## src/sv/assert_macros.svh

```systemverilog
// Assertion helpers shared by the RTL.
// Both forms sample on the rising edge of clk and stay quiet while rst_n is low.
`ifndef ASSERT_MACROS_SVH
`define ASSERT_MACROS_SVH

// Check that an expression holds at every clock edge.
`define ASSERT_ALWAYS(label, expr, msg) \
  label: assert property (@(posedge clk) disable iff (!rst_n) (expr)) else $error(msg);

// Check that a condition in one cycle implies a condition in the next cycle.
`define ASSERT_NEXT(label, ante, cons, msg) \
  label: assert property (@(posedge clk) disable iff (!rst_n) (ante) |=> (cons)) \
    else $error(msg);

`endif

```

## src/sv/clte_pkg.sv

```systemverilog
`timescale 1ns / 1ps
`default_nettype none

package clte_pkg;

  typedef enum logic [1:0] {
    ACT_SELECT,
    ACT_UP,
    ACT_DOWN,
    ACT_PRESET
  } action_t;

  // Field numbers
  localparam logic [3:0] FLD_NONE       = 4'd0;
  localparam logic [3:0] FLD_YEAR       = 4'd1;
  localparam logic [3:0] FLD_MONTH      = 4'd2;
  localparam logic [3:0] FLD_DAY        = 4'd3;
  localparam logic [3:0] FLD_HOUR       = 4'd4;
  localparam logic [3:0] FLD_MINUTE     = 4'd5;
  localparam logic [3:0] FLD_SECOND     = 4'd6;
  localparam logic [3:0] FLD_WEEKDAY    = 4'd7;
  localparam logic [3:0] FLD_ALARM_HOUR = 4'd8;
  localparam logic [3:0] FLD_ALARM_MIN  = 4'd9;
  localparam logic [4:0] FLD_END        = 5'd10;

  // Display modes
  localparam logic [2:0] MODE_HOME    = 3'd1;
  localparam logic [2:0] MODE_LAST    = 3'd3;
  localparam logic [2:0] MODE_SETTING = 3'd4;
  localparam logic [2:0] MODE_ALARM   = 3'd5;

  localparam logic [4:0] MLEN_RESET = 5'd31;

  // LCD cursor commands
  localparam logic [7:0] CUR_NONE = 8'h00;
  localparam logic [7:0] CUR_YEAR = 8'h81;
  localparam logic [7:0] CUR_MON  = 8'h83;
  localparam logic [7:0] CUR_DAY  = 8'h85;
  localparam logic [7:0] CUR_HOUR = 8'h90;
  localparam logic [7:0] CUR_MIN  = 8'h92;
  localparam logic [7:0] CUR_SEC  = 8'h94;
  localparam logic [7:0] CUR_WDAY = 8'h97;

  typedef struct packed {
    logic [2:0] mode;
    logic       setting;
    logic [3:0] field;
    logic [6:0] edit;
    logic [4:0] mlen;
  } clte_state_t;

  typedef struct packed {
    logic       en;
    logic [3:0] addr;
    logic [6:0] data;
  } clte_wr_t;

  function automatic logic [7:0] cursor_cmd(input logic [3:0] field);
    logic [7:0] c;
    case (field)
      FLD_YEAR:       c = CUR_YEAR;
      FLD_MONTH:      c = CUR_MON;
      FLD_DAY:        c = CUR_DAY;
      FLD_HOUR:       c = CUR_HOUR;
      FLD_MINUTE:     c = CUR_MIN;
      FLD_SECOND:     c = CUR_SEC;
      FLD_WEEKDAY:    c = CUR_WDAY;
      FLD_ALARM_HOUR: c = CUR_MIN;
      FLD_ALARM_MIN:  c = CUR_SEC;
      default:        c = CUR_NONE;
    endcase
    return c;
  endfunction

  // Days in the stored month; an invalid month keeps the current length.
  function automatic logic [4:0] month_len(input logic [6:0] month, input logic [6:0] year,
                                           input logic [4:0] cur);
    logic [4:0] l;
    case (month)
      7'd1, 7'd3, 7'd5, 7'd7, 7'd8, 7'd10, 7'd12: l = 5'd31;
      7'd4, 7'd6, 7'd9, 7'd11:                    l = 5'd30;
      7'd2:    l = (year[1:0] != 2'b00) ? 5'd28 : 5'd29;
      default: l = cur;
    endcase
    return l;
  endfunction

  function automatic logic [6:0] field_lo(input logic [3:0] field);
    logic [6:0] v;
    case (field)
      FLD_YEAR, FLD_HOUR, FLD_ALARM_HOUR, FLD_MINUTE, FLD_SECOND, FLD_ALARM_MIN: v = 7'd0;
      default: v = 7'd1;
    endcase
    return v;
  endfunction

  function automatic logic [6:0] field_hi(input logic [3:0] field, input logic [4:0] mlen);
    logic [6:0] v;
    case (field)
      FLD_YEAR:                              v = 7'd99;
      FLD_MONTH:                             v = 7'd12;
      FLD_DAY:                               v = {2'b00, mlen};
      FLD_HOUR, FLD_ALARM_HOUR:              v = 7'd23;
      FLD_MINUTE, FLD_SECOND, FLD_ALARM_MIN: v = 7'd59;
      default:                               v = 7'd7;
    endcase
    return v;
  endfunction

endpackage

`default_nettype wire

```

## src/sv/clte_store.sv

```systemverilog
`timescale 1ns / 1ps
`default_nettype none

// Nine-entry field store, cleared at reset, one write port.
module clte_store (
  input  wire logic              clk,
  input  wire logic              rst_n,
  input  wire clte_pkg::clte_wr_t wr,
  input  wire logic [3:0]        rd_addr,
  output logic [6:0]             rd_data,
  output logic [6:0]             year,
  output logic [6:0]             month
);

  logic [6:0] mem_r [1:9];

  always_ff @(posedge clk) begin
    if (!rst_n) begin
      for (int i = 1; i <= 9; i++) begin
        mem_r[i] <= '0;
      end
    end else if (wr.en && wr.addr >= clte_pkg::FLD_YEAR && wr.addr <= clte_pkg::FLD_ALARM_MIN) begin
      mem_r[wr.addr] <= wr.data;
    end
  end

  assign rd_data = (rd_addr >= clte_pkg::FLD_YEAR && rd_addr <= clte_pkg::FLD_ALARM_MIN) ?
                   mem_r[rd_addr] : '0;
  assign year    = mem_r[clte_pkg::FLD_YEAR];
  assign month   = mem_r[clte_pkg::FLD_MONTH];

endmodule

`default_nettype wire

```

## src/sv/clte_next.sv

```systemverilog
`timescale 1ns / 1ps
`default_nettype none

// Next-state logic for one key word.
module clte_next (
  input  wire clte_pkg::clte_state_t cur,
  input  wire logic [1:0]           action,
  input  wire logic [3:0]           preset_addr,
  input  wire logic [6:0]           preset_value,
  input  wire logic [6:0]           rd_data,
  input  wire logic [6:0]           year,
  input  wire logic [6:0]           month,
  output logic [3:0]                rd_addr,
  output clte_pkg::clte_state_t     nxt,
  output clte_pkg::clte_wr_t        wr,
  output logic                      write_valid
);

  logic [4:0]        fi_inc;
  logic [2:0]        mode_t;
  logic              set_t;
  logic [6:0]        lo;
  logic [6:0]        hi;
  logic signed [8:0] t;
  logic [6:0]        wrapped;
  logic              field_ok;

  assign fi_inc   = {1'b0, cur.field} + 5'd1;
  assign rd_addr  = fi_inc[3:0];
  assign field_ok = cur.setting && cur.field >= clte_pkg::FLD_YEAR &&
                    cur.field <= clte_pkg::FLD_ALARM_MIN;

  // Step by one, then wrap at the field limits.
  assign lo = clte_pkg::field_lo(cur.field);
  assign hi = clte_pkg::field_hi(cur.field, cur.mlen);
  assign t  = $signed({2'b00, cur.edit}) +
              ((clte_pkg::action_t'(action) == clte_pkg::ACT_UP) ? 9'sd1 : -9'sd1);

  always_comb begin
    if (t > $signed({2'b00, hi})) begin
      wrapped = lo;
    end else if (t < $signed({2'b00, lo})) begin
      wrapped = hi;
    end else begin
      wrapped = t[6:0];
    end
  end

  always_comb begin
    nxt         = cur;
    wr          = '0;
    write_valid = 1'b0;
    mode_t      = cur.mode;
    set_t       = cur.setting;
    case (clte_pkg::action_t'(action))
      clte_pkg::ACT_SELECT: begin
        if (!set_t) begin
          if (mode_t <= clte_pkg::MODE_LAST) begin
            mode_t = mode_t + 3'd1;
          end
          if (mode_t == clte_pkg::MODE_SETTING) begin
            set_t = 1'b1;
          end
        end
        nxt.mode    = mode_t;
        nxt.setting = set_t;
        if (set_t) begin
          if (fi_inc >= clte_pkg::FLD_END) begin
            nxt.field   = clte_pkg::FLD_NONE;
            nxt.setting = 1'b0;
            nxt.mode    = clte_pkg::MODE_HOME;
            nxt.edit    = '0;
          end else begin
            nxt.field = fi_inc[3:0];
            nxt.edit  = rd_data;
            if (fi_inc[3:0] == clte_pkg::FLD_DAY) begin
              nxt.mlen = clte_pkg::month_len(month, year, cur.mlen);
            end
            if (fi_inc[3:0] == clte_pkg::FLD_ALARM_HOUR) begin
              nxt.mode = clte_pkg::MODE_ALARM;
            end
          end
        end
      end
      clte_pkg::ACT_UP, clte_pkg::ACT_DOWN: begin
        if (field_ok) begin
          nxt.edit    = wrapped;
          wr.en       = 1'b1;
          wr.addr     = cur.field;
          wr.data     = wrapped;
          write_valid = 1'b1;
        end
      end
      clte_pkg::ACT_PRESET: begin
        if (preset_addr >= clte_pkg::FLD_YEAR && preset_addr <= clte_pkg::FLD_ALARM_MIN) begin
          wr.en   = 1'b1;
          wr.addr = preset_addr;
          wr.data = preset_value;
        end
      end
      default: begin
      end
    endcase
  end

endmodule

`default_nettype wire

```

## src/sv/clock_time_set_editor_unit.sv

```systemverilog
`timescale 1ns / 1ps
`default_nettype none

// Channel   Direction  Handshake            Word
// in_       input      in_valid / in_stall   action, preset_addr, preset_value
// out_      output     out_valid / out_stall mode_now, setting_active, field_sel,
//                                            edit_value, cursor_cmd, write_*
//
// Flow: one key word per cycle while out_stall is low; an accepted word passes through the
//   input register, then the result register, where its result shows.
// The rate is set by the update of the editor state, done as the word moves
//   from the input register to the result register.
// Reset (rst_n low, synchronous): display mode 1, setting mode off, no field selected,
//   edit value 0, month length 31, all nine stored fields 0.
// Stalls: out_stall holds the result register; the input register still takes one more
//   word, then in_stall rises until the result is taken.
module clock_time_set_editor_unit (
  input  wire logic       clk,
  input  wire logic       rst_n,
  input  wire logic       in_valid,
  output logic            in_stall,
  input  wire logic [1:0] in_action,
  input  wire logic [3:0] in_preset_addr,
  input  wire logic [6:0] in_preset_value,
  output logic            out_valid,
  input  wire logic       out_stall,
  output logic [2:0]      out_mode_now,
  output logic            out_setting_active,
  output logic [3:0]      out_field_sel,
  output logic [6:0]      out_edit_value,
  output logic [7:0]      out_cursor_cmd,
  output logic            out_write_valid,
  output logic [3:0]      out_write_addr,
  output logic [6:0]      out_write_value
);

  // Input register
  logic       s1_valid_r;
  logic [1:0] s1_action_r;
  logic [3:0] s1_paddr_r;
  logic [6:0] s1_pval_r;

  // Editor state
  clte_pkg::clte_state_t state_r;
  clte_pkg::clte_state_t state_nxt;

  // Result register
  logic       out_valid_r;
  logic [2:0] out_mode_r;
  logic       out_setting_r;
  logic [3:0] out_field_r;
  logic [6:0] out_edit_r;
  logic [7:0] out_cursor_r;
  logic       out_wvalid_r;
  logic [3:0] out_waddr_r;
  logic [6:0] out_wvalue_r;

  logic                  advance;
  logic                  in_take;
  logic [3:0]            rd_addr;
  logic [6:0]            rd_data;
  logic [6:0]            st_year;
  logic [6:0]            st_month;
  clte_pkg::clte_wr_t    st_wr;
  clte_pkg::clte_wr_t    st_wr_gated;
  logic                  write_valid;

  // Advance the held word when the result register is empty or being drained.
  assign advance   = s1_valid_r && (!out_valid_r || !out_stall);
  assign in_stall  = s1_valid_r && !advance;
  assign in_take   = in_valid && !in_stall;
  assign out_valid = out_valid_r;

  clte_store u_store (
    .clk     (clk),
    .rst_n   (rst_n),
    .wr      (st_wr_gated),
    .rd_addr (rd_addr),
    .rd_data (rd_data),
    .year    (st_year),
    .month   (st_month)
  );

  clte_next u_next (
    .cur          (state_r),
    .action       (s1_action_r),
    .preset_addr  (s1_paddr_r),
    .preset_value (s1_pval_r),
    .rd_data      (rd_data),
    .year         (st_year),
    .month        (st_month),
    .rd_addr      (rd_addr),
    .nxt          (state_nxt),
    .wr           (st_wr),
    .write_valid  (write_valid)
  );

  // Commit a store write only when the word actually moves on.
  always_comb begin
    st_wr_gated    = st_wr;
    st_wr_gated.en = st_wr.en && advance;
  end

  always_ff @(posedge clk) begin
    if (!rst_n) begin
      s1_valid_r  <= 1'b0;
      out_valid_r <= 1'b0;
      state_r     <= '{mode: clte_pkg::MODE_HOME, setting: 1'b0,
                       field: clte_pkg::FLD_NONE, edit: 7'd0,
                       mlen: clte_pkg::MLEN_RESET};
    end else begin
      s1_valid_r  <= in_take || (s1_valid_r && !advance);
      out_valid_r <= advance || (out_valid_r && out_stall);
      if (advance) begin
        state_r <= state_nxt;
      end
    end
  end

  // Payload registers: no reset needed.
  always_ff @(posedge clk) begin
    if (in_take) begin
      s1_action_r <= in_action;
      s1_paddr_r  <= in_preset_addr;
      s1_pval_r   <= in_preset_value;
    end
    if (advance) begin
      out_mode_r    <= state_nxt.mode;
      out_setting_r <= state_nxt.setting;
      out_field_r   <= state_nxt.field;
      out_edit_r    <= state_nxt.edit;
      out_cursor_r  <= clte_pkg::cursor_cmd(state_nxt.field);
      out_wvalid_r  <= write_valid;
      out_waddr_r   <= write_valid ? st_wr.addr : clte_pkg::FLD_NONE;
      out_wvalue_r  <= write_valid ? st_wr.data : 7'd0;
    end
  end

  assign out_mode_now       = out_mode_r;
  assign out_setting_active = out_setting_r;
  assign out_field_sel      = out_field_r;
  assign out_edit_value     = out_edit_r;
  assign out_cursor_cmd     = out_cursor_r;
  assign out_write_valid    = out_wvalid_r;
  assign out_write_addr     = out_waddr_r;
  assign out_write_value    = out_wvalue_r;

`include "assert_macros.svh"

  `ASSERT_ALWAYS(a_idle_no_field,
    state_r.setting || state_r.field == clte_pkg::FLD_NONE,
    "field selected outside setting mode")
  `ASSERT_ALWAYS(a_setting_field_range,
    !state_r.setting || (state_r.field >= clte_pkg::FLD_YEAR &&
                         state_r.field <= clte_pkg::FLD_ALARM_MIN),
    "setting mode without a valid field")
  `ASSERT_ALWAYS(a_mode_range,
    state_r.mode >= clte_pkg::MODE_HOME && state_r.mode <= clte_pkg::MODE_ALARM,
    "display mode out of range")
  `ASSERT_ALWAYS(a_write_in_setting,
    !(out_valid_r && out_wvalid_r) || out_setting_r,
    "field write outside setting mode")
  `ASSERT_NEXT(a_state_hold, !advance, $stable(state_r),
    "state changed without a word advancing")

endmodule

`default_nettype wire
```

## config.mk

```make
export PLATFORM = sky130hd
export DESIGN_NAME = clock_time_set_editor_unit
export DESIGN_NICKNAME = d
export VERILOG_FILES = /design/src/sv/clte_pkg.sv /design/src/sv/clte_store.sv /design/src/sv/clte_next.sv /design/src/sv/clock_time_set_editor_unit.sv
export VERILOG_INCLUDE_DIRS = /design/src /design/src/sv
export SDC_FILE = /design/constraint.sdc
export NUM_CORES = 1
export LEC_CHECK = 0
export BUFFER_PORTS_ARGS = -buffer_cell sky130_fd_sc_hd__buf_2
export CAP_MARGIN = 15
export CELL_PAD_IN_SITES_DETAIL_PLACEMENT = 1
export CELL_PAD_IN_SITES_GLOBAL_PLACEMENT = 1
export CORE_ASPECT_RATIO = 1.1
export CORE_UTILIZATION = 45
export DETAILED_ROUTE_END_ITERATION = 10
export MAX_ROUTING_LAYER = met4
export PLACE_DENSITY = 0.77
export SYNTH_ARGS = -nofsm -noshare
export SYNTH_HDL_FRONTEND = slang
export SYNTH_SLANG_ARGS = --single-unit
```

## constraint.sdc

```tcl
create_clock -name clk -period 4.84 [get_ports clk]
set_input_delay 0.968 -clock clk [delete_from_list [all_inputs] [get_ports clk]]
set_output_delay 0.968 -clock clk [all_outputs]
set_load 0.01 [all_outputs]
```

Word-level counts from Yosys, hierarchy flattened
Memories as Yosys holds them, arrays and structs flattened. A register that Yosys moved wholly into a read port is not among the register bits.
Index checks and enable logic that the tools add are counted.
- flip-flop bits (word level): 70
- memory bits (writable): 63
- memory bits (read-only): 80
- bits of input ports: 17
- output and inout port bits: 37
- logic and storage cells: 128
- memories kept: 2
- memory list (name ; depth ; width ; rd ports ; clocked after memory_dff ; write ports ; RTL line ; text):
    (no name shown) ; 16 ; 5 ; 1 ; 1 ; 0 ; clte_pkg.sv:60 ; case (field)
    u_store.mem_r ; 9 ; 7 ; 3 ; 0 ; 9 ; clte_store.sv:15 ; logic [6:0] mem_r [1:9];
- $add $sub $neg: 3
- order comparisons: 12
- eq/ne operators: 26
- muxes and demuxes: 37
- bitwise gates (word level): 1
- reduce and logical (&&, ||, !) cells: 29
- operators by type and width (cell ; count):
    7-bit by 4-bit equality test with 1-bit output, second input constant ; 5
    7-bit 2-to-1 mux ; 5
    7-bit one-hot mux with 5 select lines ; 1
    7-bit by 3-bit equality test with 1-bit output, second input constant ; 4
    12-bit 2-to-1 mux ; 2
    12-bit one-hot mux with 2 select lines ; 1
    20-bit 2-to-1 mux ; 1
    3-bit 2-to-1 mux ; 6
    4-bit by 1-bit >= comparator with 1-bit output, second input constant ; 4
    4-bit <= comparator, second input constant ; 4
    5-bit one-hot mux with 3 select lines ; 1
    7-bit by 2-bit equality test with 1-bit output, second input constant ; 2
    7-bit one-hot mux with 2 select lines ; 1
    7-bit OR reduction ; 2
    1-bit 2-to-1 mux ; 13
    4-bit by 2-bit equality test with 1-bit output, second input constant ; 3
    4-bit by 3-bit equality test with 1-bit output, second input constant ; 3
    4-bit equality test, second input constant ; 3
    1-bit logical AND ; 11
    11-bit 2-to-1 mux ; 1
    5-bit 2-to-1 mux ; 2
    8-bit by 9-bit adder with 9-bit output ; 1
    9-bit by 8-bit greater-than comparator with 1-bit output ; 1
    9-bit by 2-bit less-than comparator with 1-bit output ; 1
    other kinds (23) ; 30

Depth between registers and ports, before layout
Gate-level depths: netlist (run 1).
- word-level depth: 16
- depth in mapped cells: 18
- depth with buffers taken out: 17

Modules after synthesis
Synthesis (run 1) repeated with hierarchy kept, for this count alone.
- cell total of the unflattened synthesis: 678
- area, all modules: 7529.7 sq um
- by module, submodules not included (module ; times used ; cells each ; area an instance (sq um)):
    clte_store ; 1 ; 223 ; 3226.8
    clock_time_set_editor_unit ; 1 ; 174 ; 2484.9
    clte_next ; 1 ; 281 ; 1818.0

Worst setup path after synthesis (run 1)
No wires, ideal clock.
- path type: register -> register
- start point: register s1_action_r[0]
- end point: memory u_store.mem_r[0][4] (data pin)
- library setup time: 0.213 ns
- arrival: 3.947 ns
- data required time: 4.627 ns
- path slack: 0.680 ns
- stages on the path, launching flop included: 18
- clock period less this slack: 4.160 ns
- cell sequence: edfxtp_1 > ha_1 > inv_1 > ha_1 > a211o_1 > a21o_1 > a21oi_2 > xor2_2 > inv_2 > ha_1 > o21a_1 > o22ai_1 > a31oi_1 > or3_4 > a21oi_2 > o21ai_1 > buf_2 > a21oi_1
- RTL lines (element ; RTL line ; text):
    start: declaration ; clock_time_set_editor_unit.sv:39 ; logic [1:0] s1_action_r;
    start signal: assignment ; clock_time_set_editor_unit.sv:123 ; s1_action_r <= in_action;
    end: declaration ; clte_store.sv:15 ;

==> results of run 1 <==
==> path summary, 6_finish.rpt <==
path | slack (ns) | startpoint | depth (start not counted) | to
worst max-delay path | 0.31 | s1_action_r[1] | 15 | u_store.mem_r[14][0]
worst min-delay path | 0.48 | state_r[1] | 1 | state_r[1]
worst max register to register | 0.31 | s1_action_r[1] | 15 | u_store.mem_r[14][0]
worst min register to register | 0.48 | state_r[1] | 1 | state_r[1]
==> per-layer routing <==
metal | vias to the layer above | global-route usage [%]
li1 | 2956 | -
met1 | 3340 | 33.61
met2 | 270 | 45.53
met3 | 71 | 4.786
met4 | 0 | 13.24
met5 | - | -
==> power by group <==
| part | internal (mW) | switching (mW) | total, mW |
|---|---|---|---|
| logic | 0.189 | 0.308 | 0.497 |
| registers | 1.72 | 0.0409 | 1.76 |
| clock network | 0.745 | 0.691 | 1.44 |
| total | 2.65 | 1.04 | 3.69 |
==> sequential cells by signal, summed over array words and instances, names as in the netlist, 5 cells and up <==
name,flops
u_store.mem_r,112
out_write_value,7
s1_pval_r,7
out_edit_value,7
state_r,17
out_cursor_cmd,5
==> cell usage after synthesis (3+ instances only) <==
cell,number,area (um^2)
o21ai_0,24,120.1
or3_1,3,18.77
a211o_1,3,26.28
a21oi_2,15,131.4
nand3_1,10,50.05
and2_1,4,25.02
inv_2,4,15.01
o21ai_1,3,15.01
nand4_1,6,37.54
or2_2,4,25.02
dfxtp_1,19,380.4
nor2b_1,6,37.54
buf_2,11,55.05
ha_1,24,300.3
mux4_2,34,765.7
a211oi_1,9,67.56
o21a_1,5,37.54
nand2_1,50,187.7
nor3_1,14,70.07
o22ai_1,6,37.54
and3_1,7,43.79
a21oi_1,47,235.2
o31a_1,3,26.28
inv_1,36,135.1
edfxtp_1,157,4715
buf_1,3,11.26
a31oi_1,12,75.07
o21bai_1,4,30.03
o211ai_1,5,37.54
a21o_1,5,37.54
o31ai_1,7,52.55
nand2b_1,8,50.05
mux2i_1,7,70.07
buf_6,5,56.30
buf_4,4,30.03
clkbuf_1,20,75.07
nor2_1,85,319.1
==> what timing repair did <==
item | CTS | global route
hold buffers | 0 | 0
gates resized for setup | 0 | 8
setup endpoints to repair | 0 | 73
setup buffers | 0 | 6
==> cell families (layout without fill, tap and decap cells) <==
| family | after synthesis | count (layout) | share of synthesized area [%] |
|---|---|---|---|
| and+or+nand+nor | 217 | 217 | 11.54 |
| DFF | 176 | 176 | 56.19 |
| other | 1 | 52 | 0.04136 |
| xor gates and xnor gates | 6 | 6 | 0.7452 |
| AOI/OAI and AO/OA | 184 | 184 | 14.21 |
| adders and majority gates | 26 | 26 | 3.643 |
| muxes | 43 | 43 | 9.466 |
| buffers and inverters | 83 | 146 | 4.167 |
==> stage by stage <==
step	worst slack, ns	utilization, %	std cells
3_3_place_gp	0.4410	49.17	1064
6_report	0.3093	52.61	1102
2_1_floorplan	0.6801	-	787
3_5_place_dp	0.1732	49.17	1064
5_1_grt	-0.03346	52.61	1102
4_1_cts	0.1547	52.24	1096
==> layout make-up <==
cell class / count / share of cell area, %
sequential: 176 / 48.93
multi-input combinational: 528 / 36.58
timing repair buffer: 74 / 4.133
clock buffer: 17 / 4.085
tap: 252 / 3.027
clock inverter: 15 / 1.766
inverter: 40 / 1.478
==> results.toml, run 1 <==
[layout]
drive_gt1_share_pct = 22.94
multi_input_area_mm2 = 0.003810
mostFrequentLayoutCell = "edfxtp_1"
nNetsFinal = 879
area_growth_syn_to_layout_pct = 14.86
fillers = 2089
layout_common_cells = "edfxtp_1, nor2_1, conb_1, nand2_1, buf_2"
diodes = 0
fin_area_mm2 = 0.01042
regArea_mm2 = 0.005096

[placement]
port_buffers = 50
dp_hpwl_mm = 18.55
place.gp.congestion = 0.9052
dpl-instance-area_mm2 = 0.009733

[floorplanning]
core_region_area_mm2 = 0.01980
die-area_mm2 = 0.02072
start_util_pct = 45.80
rows = 54
die_y_um = 150.9
ios = 54
die_x_um = 137.3

[synth]
synth_ff_type = "edfxtp_1"
ys_ff_latch = 176
yosys_warnings = 0
synth_cells = 736
ys_seq_area_share_pct = 56.19
synth.avg_cell_area_um2 = 12.32
async_flop_share_pct = 0
synth_edf_count = 157
ys_types = 87
syn_area_mm2 = 0.009067

[clock_tree]
cts_tree = "built"
clk_latency_ns = 0.45
clock-root-buffer = "clkbuf_16"
path_clk_slew_ns = 0.08
cts_max_level = 4
clockBufferDepth = 2
numCtsBuffers = 17
cts_sinks = 176

[pwr]
leakage_nw = 3.830
fin_total_pwr_mw = 3.693
powerDensity_mw_per_mm2 = 354.6
peakVddDrop_mv = 0.2667

[worst_setup_path]
critical_path_class = "flop to flop"
critPathBufInv = 2
cpPeakStageDelay_ns = 0.48
critPathSlowestCell = "ha_1"
timing.critical_path.from_type = "flop"
crit_family = "compound AO/OA/AOI/OAI gates"
cp.arrival_ns = 4.77
endpoint_kind = "flop"
cp_max_fo = 9
cp_cell_sequence = "inv_1, ha_2, clkinvlp_4, ha_1, nand2_1, a211oi_2, o21ai_0, nand2_1, ha_1, a211oi_1, a31oi_1, or3_4, a221oi_2, nand3_2, a21oi_2"
crit_required_ns = 5.08

[routing]
vias = 6637
wl_per_cell_um = 23.90
drc = 0
wl_met1_mm = 10.34
viasPerCell = 6.023
ant_nets = 0
top_layer_used = "met4"
drt_wl_total_mm = 26.34
drtIter0Drc = 619
drt_pre_antenna_iters = 5
wl_met3_mm = 1.651
wl_met2_mm = 13.25

[sta]
clock_skew_ns = 0.01205
setup_viol_count_final = 0
drv_slew = 0
fin_crit_sh_pct = 93.61
max_freq_mhz = 220.7
worst_pin_slew_ns = 0.8474
hold_viol_final = 0
fin_tns_setup_ns = 0
whs_ns = 0.4791
slew_headroom_pct = 43.43
fin_crit_ns = 4.531

[outcome]
status = "finished clean"

[global_route]
antenna_found_initial = 0
grt_usage_pct = 27.89
overflow = 0
grt_pass1_vias = 6652
grt_pass1_wl_mm = 39.84
grt_max_degree = 51

[min_path]
hp-class = "flop to flop"

[job]
cap_violations = 0
(Power assumes the default switching activity.)
==> run 2: changes to the inputs <==
--- a/config.mk
+++ b/config.mk
@@ -12,6 +12,7 @@
 export CELL_PAD_IN_SITES_GLOBAL_PLACEMENT = 1
 export CORE_ASPECT_RATIO = 1.1
 export CORE_UTILIZATION = 45
+export CTS_BUF_LIST = sky130_fd_sc_hd__clkbuf_4 sky130_fd_sc_hd__clkbuf_8
 export DETAILED_ROUTE_END_ITERATION = 10
 export MAX_ROUTING_LAYER = met4
 export PLACE_DENSITY = 0.77
==> results.toml, run 2 (synthesis gave the netlist of run 1 again) <==
[outcome]
status = "finished clean"

[layout]
largest_reg_flops = 112
mostFrequentLayoutCell = "edfxtp_1"
area_growth_syn_to_layout_pct = 12.72
top_regs = "u_store.mem_r (112), state_r (17)"
nNetsFinal = 879
top_register = "u_store.mem_r"
layout_common_cells = "edfxtp_1, nor2_1, conb_1, nand2_1, buf_2"
diodes = 0
finish.utilization_pct = 51.63
drive_gt1_share_pct = 22.82

[pwr]
switching_power_mw = 0.9834
peakVddDrop_mv = 0.1842
leakage_nw = 3.743
comb_power_share_pct = 14.9
powerDensity_mw_per_mm2 = 326.2
clockPowerShare_pct = 32.3
swShare_pct = 29.50
p_int_mw = 2.350
pwr-share-seq_pct = 52.8
fin_total_pwr_mw = 3.334

[worst_setup_path]
reg2reg_from = "s1_action_r[1]"
crit_required_ns = 5.10
timing.critical_path.from_type = "flop"
crit_start = "s1_action_r[1]"
cp_max_fo = 9
critical_path_class = "flop to flop"
endpoint_kind = "flop"
cp.arrival_ns = 4.80

[clock_tree]
path_clk_slew_ns = 0.11
cts_sinks = 176
cts_tree = "built"
cts_max_level = 4
cts_hold_buf = 0
clock-root-buffer = "clkbuf_8"
clockBufferDepth = 2
numCtsBuffers = 17
clk_latency_ns = 0.48

[global_route]
antenna_found_initial = 0
grt_usage_pct = 27.39
grt_pass1_vias = 6625
grt_max_degree = 51
grt_pass1_wl_mm = 39.50
overflow = 0

[sta]
hold_viol_final = 0
worst_pin_slew_ns = 0.8700
clock_skew_ns = 0.01522
fin_crit_sh_pct = 93.81
max_freq_mhz = 220.2
drv_slew = 0
slew_headroom_pct = 41.92
fin_crit_ns = 4.540
setup_viol_count_final = 0

[placement]
place.gp.congestion = 0.9052
dp_hpwl_mm = 18.55
port_buffers = 50

[floorplanning]
ios = 54
die-area_mm2 = 0.02072
core_region_area_mm2 = 0.01980
rows = 54
start_util_pct = 45.80
die_y_um = 150.9
die_x_um = 137.3

[routing]
drtIter0Drc = 747
drt_pre_antenna_iters = 5
viasPerCell = 5.977
vias = 6587
wl_per_cell_um = 23.62
ant_nets = 0
drt_wl_total_mm = 26.03
drc = 0

[job]
cap_violations = 0

[min_path]
hp-class = "flop to flop"
min_from = "state_r[1]"
[run 2: worst paths after layout]
| path | slack (ns) | depth (start not counted) | endpoint |
|---|---|---|---|
| max | 0.30 | 17 | u_store.mem_r[15][0] |
| min reg2reg | 0.49 | 1 | state_r[1] |
| min | 0.49 | 1 | state_r[1] |
| max reg2reg | 0.30 | 17 | u_store.mem_r[15][0] |
[run 2: layout make-up]
cell class,count,area (um^2)
fill,2112,9575
sequential,176,5096
multi-input combinational,528,3807
timing repair buffer,74,430.4
tap,252,315.3
clock buffer,17,234.0
clock inverter,15,183.9
inverter,40,153.9
[run 2: power groups by stage]
| stage | sequential [mW] | combinational, mW | clock (mW) |
|---|---|---|---|
| 2_1_floorplan | 1.78 | 0.342 | 0 |
| 3_3_place_gp | 1.79 | 0.466 | 0 |
| 3_5_place_dp | 1.79 | 0.479 | 0 |
| 4_1_cts | 1.76 | 0.482 | 1.10 |
| 5_1_grt | 1.77 | 0.535 | 1.15 |
| 6_report | 1.76 | 0.496 | 1.08 |
[run 2: worst max-delay path, cell delays in order (launching register included)]
cell and delay (ns):
edfxtp_1 0.43, inv_1 0.11, ha_2 0.27, clkinvlp_4 0.22
ha_1 0.35, a211o_1 0.32, a21o_1 0.17, a21oi_2 0.19
xor2_2 0.20, inv_2 0.12, ha_1 0.33, o21a_1 0.17
o22ai_1 0.12, a31oi_1 0.10, or3_4 0.41, a221oi_2 0.26
nand3_2 0.21, a21oi_2 0.35
[run 2: timing repair]
item,4_1_cts,5_1_grt
resized for setup,0,7
endpoints found under the hold margin,0,0
endpoints found under the setup margin,0,72
setup buffers,0,6
[run 2: routing by layer]
metal	GRT usage, %	share of wire [%]	up-vias
met5	-	0	-
met1	33.81	41	3338
li1	-	-	2954
met2	45.15	51	240
met4	11.65	3.2	0
met3	3.748	5.1	55
[run 2: per-stage QoR]
stage,setup WS (ns),area (um^2),TNS (ns),hold WS [ns],instances
2_1_floorplan,0.6801,9259,0,0.4362,787
3_3_place_gp,0.4410,9733,0,0.4498,1064
3_5_place_dp,0.1732,9733,0,0.4547,1064
4_1_cts,0.1565,10150,0,0.4824,1096
5_1_grt,-0.03372,10220,-0.5456,0.5164,1102
6_report,0.2997,10220,0,0.4908,1102
==> run 3: changes to the inputs <==
--- a/config.mk
+++ b/config.mk
@@ -6,6 +6,7 @@
 export SDC_FILE = /design/constraint.sdc
 export NUM_CORES = 1
 export LEC_CHECK = 0
+export ABC_AREA = 1
 export BUFFER_PORTS_ARGS = -buffer_cell sky130_fd_sc_hd__buf_2
 export CAP_MARGIN = 15
 export CELL_PAD_IN_SITES_DETAIL_PLACEMENT = 1
@@ -15,7 +16,7 @@
 export CTS_BUF_LIST = sky130_fd_sc_hd__clkbuf_4 sky130_fd_sc_hd__clkbuf_8
 export DETAILED_ROUTE_END_ITERATION = 10
 export MAX_ROUTING_LAYER = met4
-export PLACE_DENSITY = 0.77
+export PLACE_DENSITY = 0.82
 export SYNTH_ARGS = -nofsm -noshare
 export SYNTH_HDL_FRONTEND = slang
 export SYNTH_SLANG_ARGS = --single-unit
==> results.toml, run 3 <==
[outcome]
status = "finished clean"

[sta]
whs_ns = 0.4938
clock_skew_ns = 0.01013
fin_crit_sh_pct = 87.01
fin_tns_setup_ns = 0
setup_viol_count_final = 0
hold_viol_final = 0
worst_pin_slew_ns = 0.7838
fin_crit_ns = 4.211
slew_headroom_pct = 47.56
rsz0062_at_grt = "false"
max_freq_mhz = 237.5
drv_slew = 0

[worst_setup_path]
timing.critical_path.from_type = "flop"
r2r_cells = 23
cp.arrival_ns = 4.37
crit_end = "u_store.mem_r[12][0]"
rrSetupSlack_ns = 0.63
crit_required_ns = 5.00
r2r_end = "u_store.mem_r[12][0]"
endpoint_kind = "flop"
reg2reg_from = "s1_action_r[0]"
critical_path_class = "flop to flop"
crit_start = "s1_action_r[0]"
cp_max_fo = 11

[synth]
ys_types = 38
yosys_warnings = 0
syn_area_mm2 = 0.008118
yosysMostFrequentCell = "nand2_1"
synthTopCellsByArea = "edfxtp_1, nand2_1, nand3_1"
yosysTopAreaCell = "edfxtp_1"
yosys.area.top_type_share_pct = 49.20
synth.avg_cell_area_um2 = 8.447
synth_ff_type = "edfxtp_1"
synth_edf_count = 133
synth_cells = 961
ys_seq_area_share_pct = 53.88
ys_ff_latch = 152
synth_commonest_cells = "nand2_1, nor2_1, edfxtp_1"
async_flop_share_pct = 0

[layout]
fillers = 2162
multi_input_area_mm2 = 0.003277
layout_common_cells = "nand2_1, nor2_1, edfxtp_1, nand3_1, inv_1"
top_regs = "u_store.mem_r (88), state_r (17)"
nNetsFinal = 1070
diodes = 0
area_growth_syn_to_layout_pct = 11.30
largest_reg_flops = 88
mostFrequentLayoutCell = "nand2_1"
regArea_mm2 = 0.004374
drive_gt1_share_pct = 10.87
top_register = "u_store.mem_r"

[clock_tree]
numCtsBuffers = 17
path_clk_slew_ns = 0.08
clockBufferDepth = 2
clock-root-buffer = "clkbuf_8"
cts_sinks = 152
cts_resized = 0
cts_max_level = 4
cts_tree = "built"
clk_latency_ns = 0.47
cts_setup_buffers = 0
cts_hold_buf = 0

[global_route]
grt_pass1_wl_mm = 36.73
grt_max_degree = 53
antenna_found_initial = 0
overflow = 0
grt_pass1_vias = 6814
grt_usage_pct = 27.49

[floorplanning]
start_util_pct = 45.93
die-area_mm2 = 0.01858
core_region_area_mm2 = 0.01768
die_y_um = 142.9
rows = 51
die_x_um = 130.1
ios = 54

[min_path]
hp-class = "flop to flop"
min_from = "state_r[0]"

[placement]
port_buffers = 50
dp_hpwl_mm = 16.68
place.gp.congestion = 0.9131

[routing]
wl_per_cell_um = 18.08
drt_wl_total_mm = 23.10
ant_nets = 0
viasPerCell = 5.369
drc = 0
drt_pre_antenna_iters = 7
vias = 6862
drtIter0Drc = 470

[job]
cap_violations = 0

[pwr]
powerDensity_mw_per_mm2 = 335.5
leakage_nw = 4.108
peakVddDrop_mv = 0.1672
-- run 3: how the worst min path moves through the flow --
stage / slack [ns] / to / cells after the start
global placement: 0.47 / state_r[0] / 2
finish: 0.49 / state_r[0] / 2
floorplan: 0.44 / state_r[0] / 2
global route: 0.53 / state_r[1] / 2
CTS: 0.49 / state_r[0] / 2
detailed placement: 0.46 / state_r[0] / 2
-- run 3: cell families after synthesis --
family          after synthesis  share of synthesized area (%)
other cells                   1                        0.04619
simple gates                545                          28.38
fa+ha+maj                    25                          3.946
buf+inv                     145                          7.090
compound gates               93                          6.659
flops                       152                          53.88
-- run 3: worst max-delay path, cell delays in order (launching register included) --
cell and delay, ns:
edfxtp_1 0.45, ha_1 0.28, inv_1 0.26, ha_1 0.37, a21oi_1 0.23, nand2_1 0.11
nand3_1 0.12, nand3_1 0.08, nand2_1 0.15, inv_1 0.10, ha_1 0.29, nand2_1 0.05
inv_1 0.08, nand2_1 0.07, nand2_1 0.05, nand2_1 0.04, nand2_1 0.07, nand2_1 0.06
nand2_1 0.07, o21ai_0 0.10, nand2_1 0.18, nand2_1 0.08, nand2_1 0.39, inv_1 0.23
-- run 3: power by group --
group	total (mW)	internal, mW	switching (mW)
Sequential	1.53	1.49	0.0343
Combinational	0.568	0.171	0.397
Clock	0.938	0.423	0.515
-- run 3: stage by stage --
stage / cells / area [um^2] / power [mW] / setup slack (ns) / util (%)
after floorplan: 988 / 8219 / 1.936 / 1.586 / -
after global placement: 1247 / 8668 / 2.101 / 0.7450 / 49.04
after detailed placement: 1247 / 8668 / 2.116 / 0.6658 / 49.04
after CTS: 1278 / 9035 / 3.044 / 0.6453 / 51.11
after global routing: 1278 / 9035 / 3.171 / 0.2171 / 51.11
final: 1278 / 9035 / 3.031 / 0.6286 / 51.11
-- run 3: layer usage --
metal / vias up / share of wire, % / GRT usage (%)
met2: 155 / 48 / 43.09
met4: 0 / 2.2 / 9.731
met5: - / 0 / -
met3: 34 / 3.5 / 3.522
met1: 3396 / 46 / 36.57
li1: 3277 / - / -
-- run 3: layout make-up --
class | count | area share (%)
clock buffer | 19 | 2.756
clock inverter | 12 | 1.302
inverter | 107 | 4.445
multi-input combinational | 691 | 36.27
sequential | 152 | 48.41
tap | 238 | 3.296
timing repair buffer | 59 | 3.518
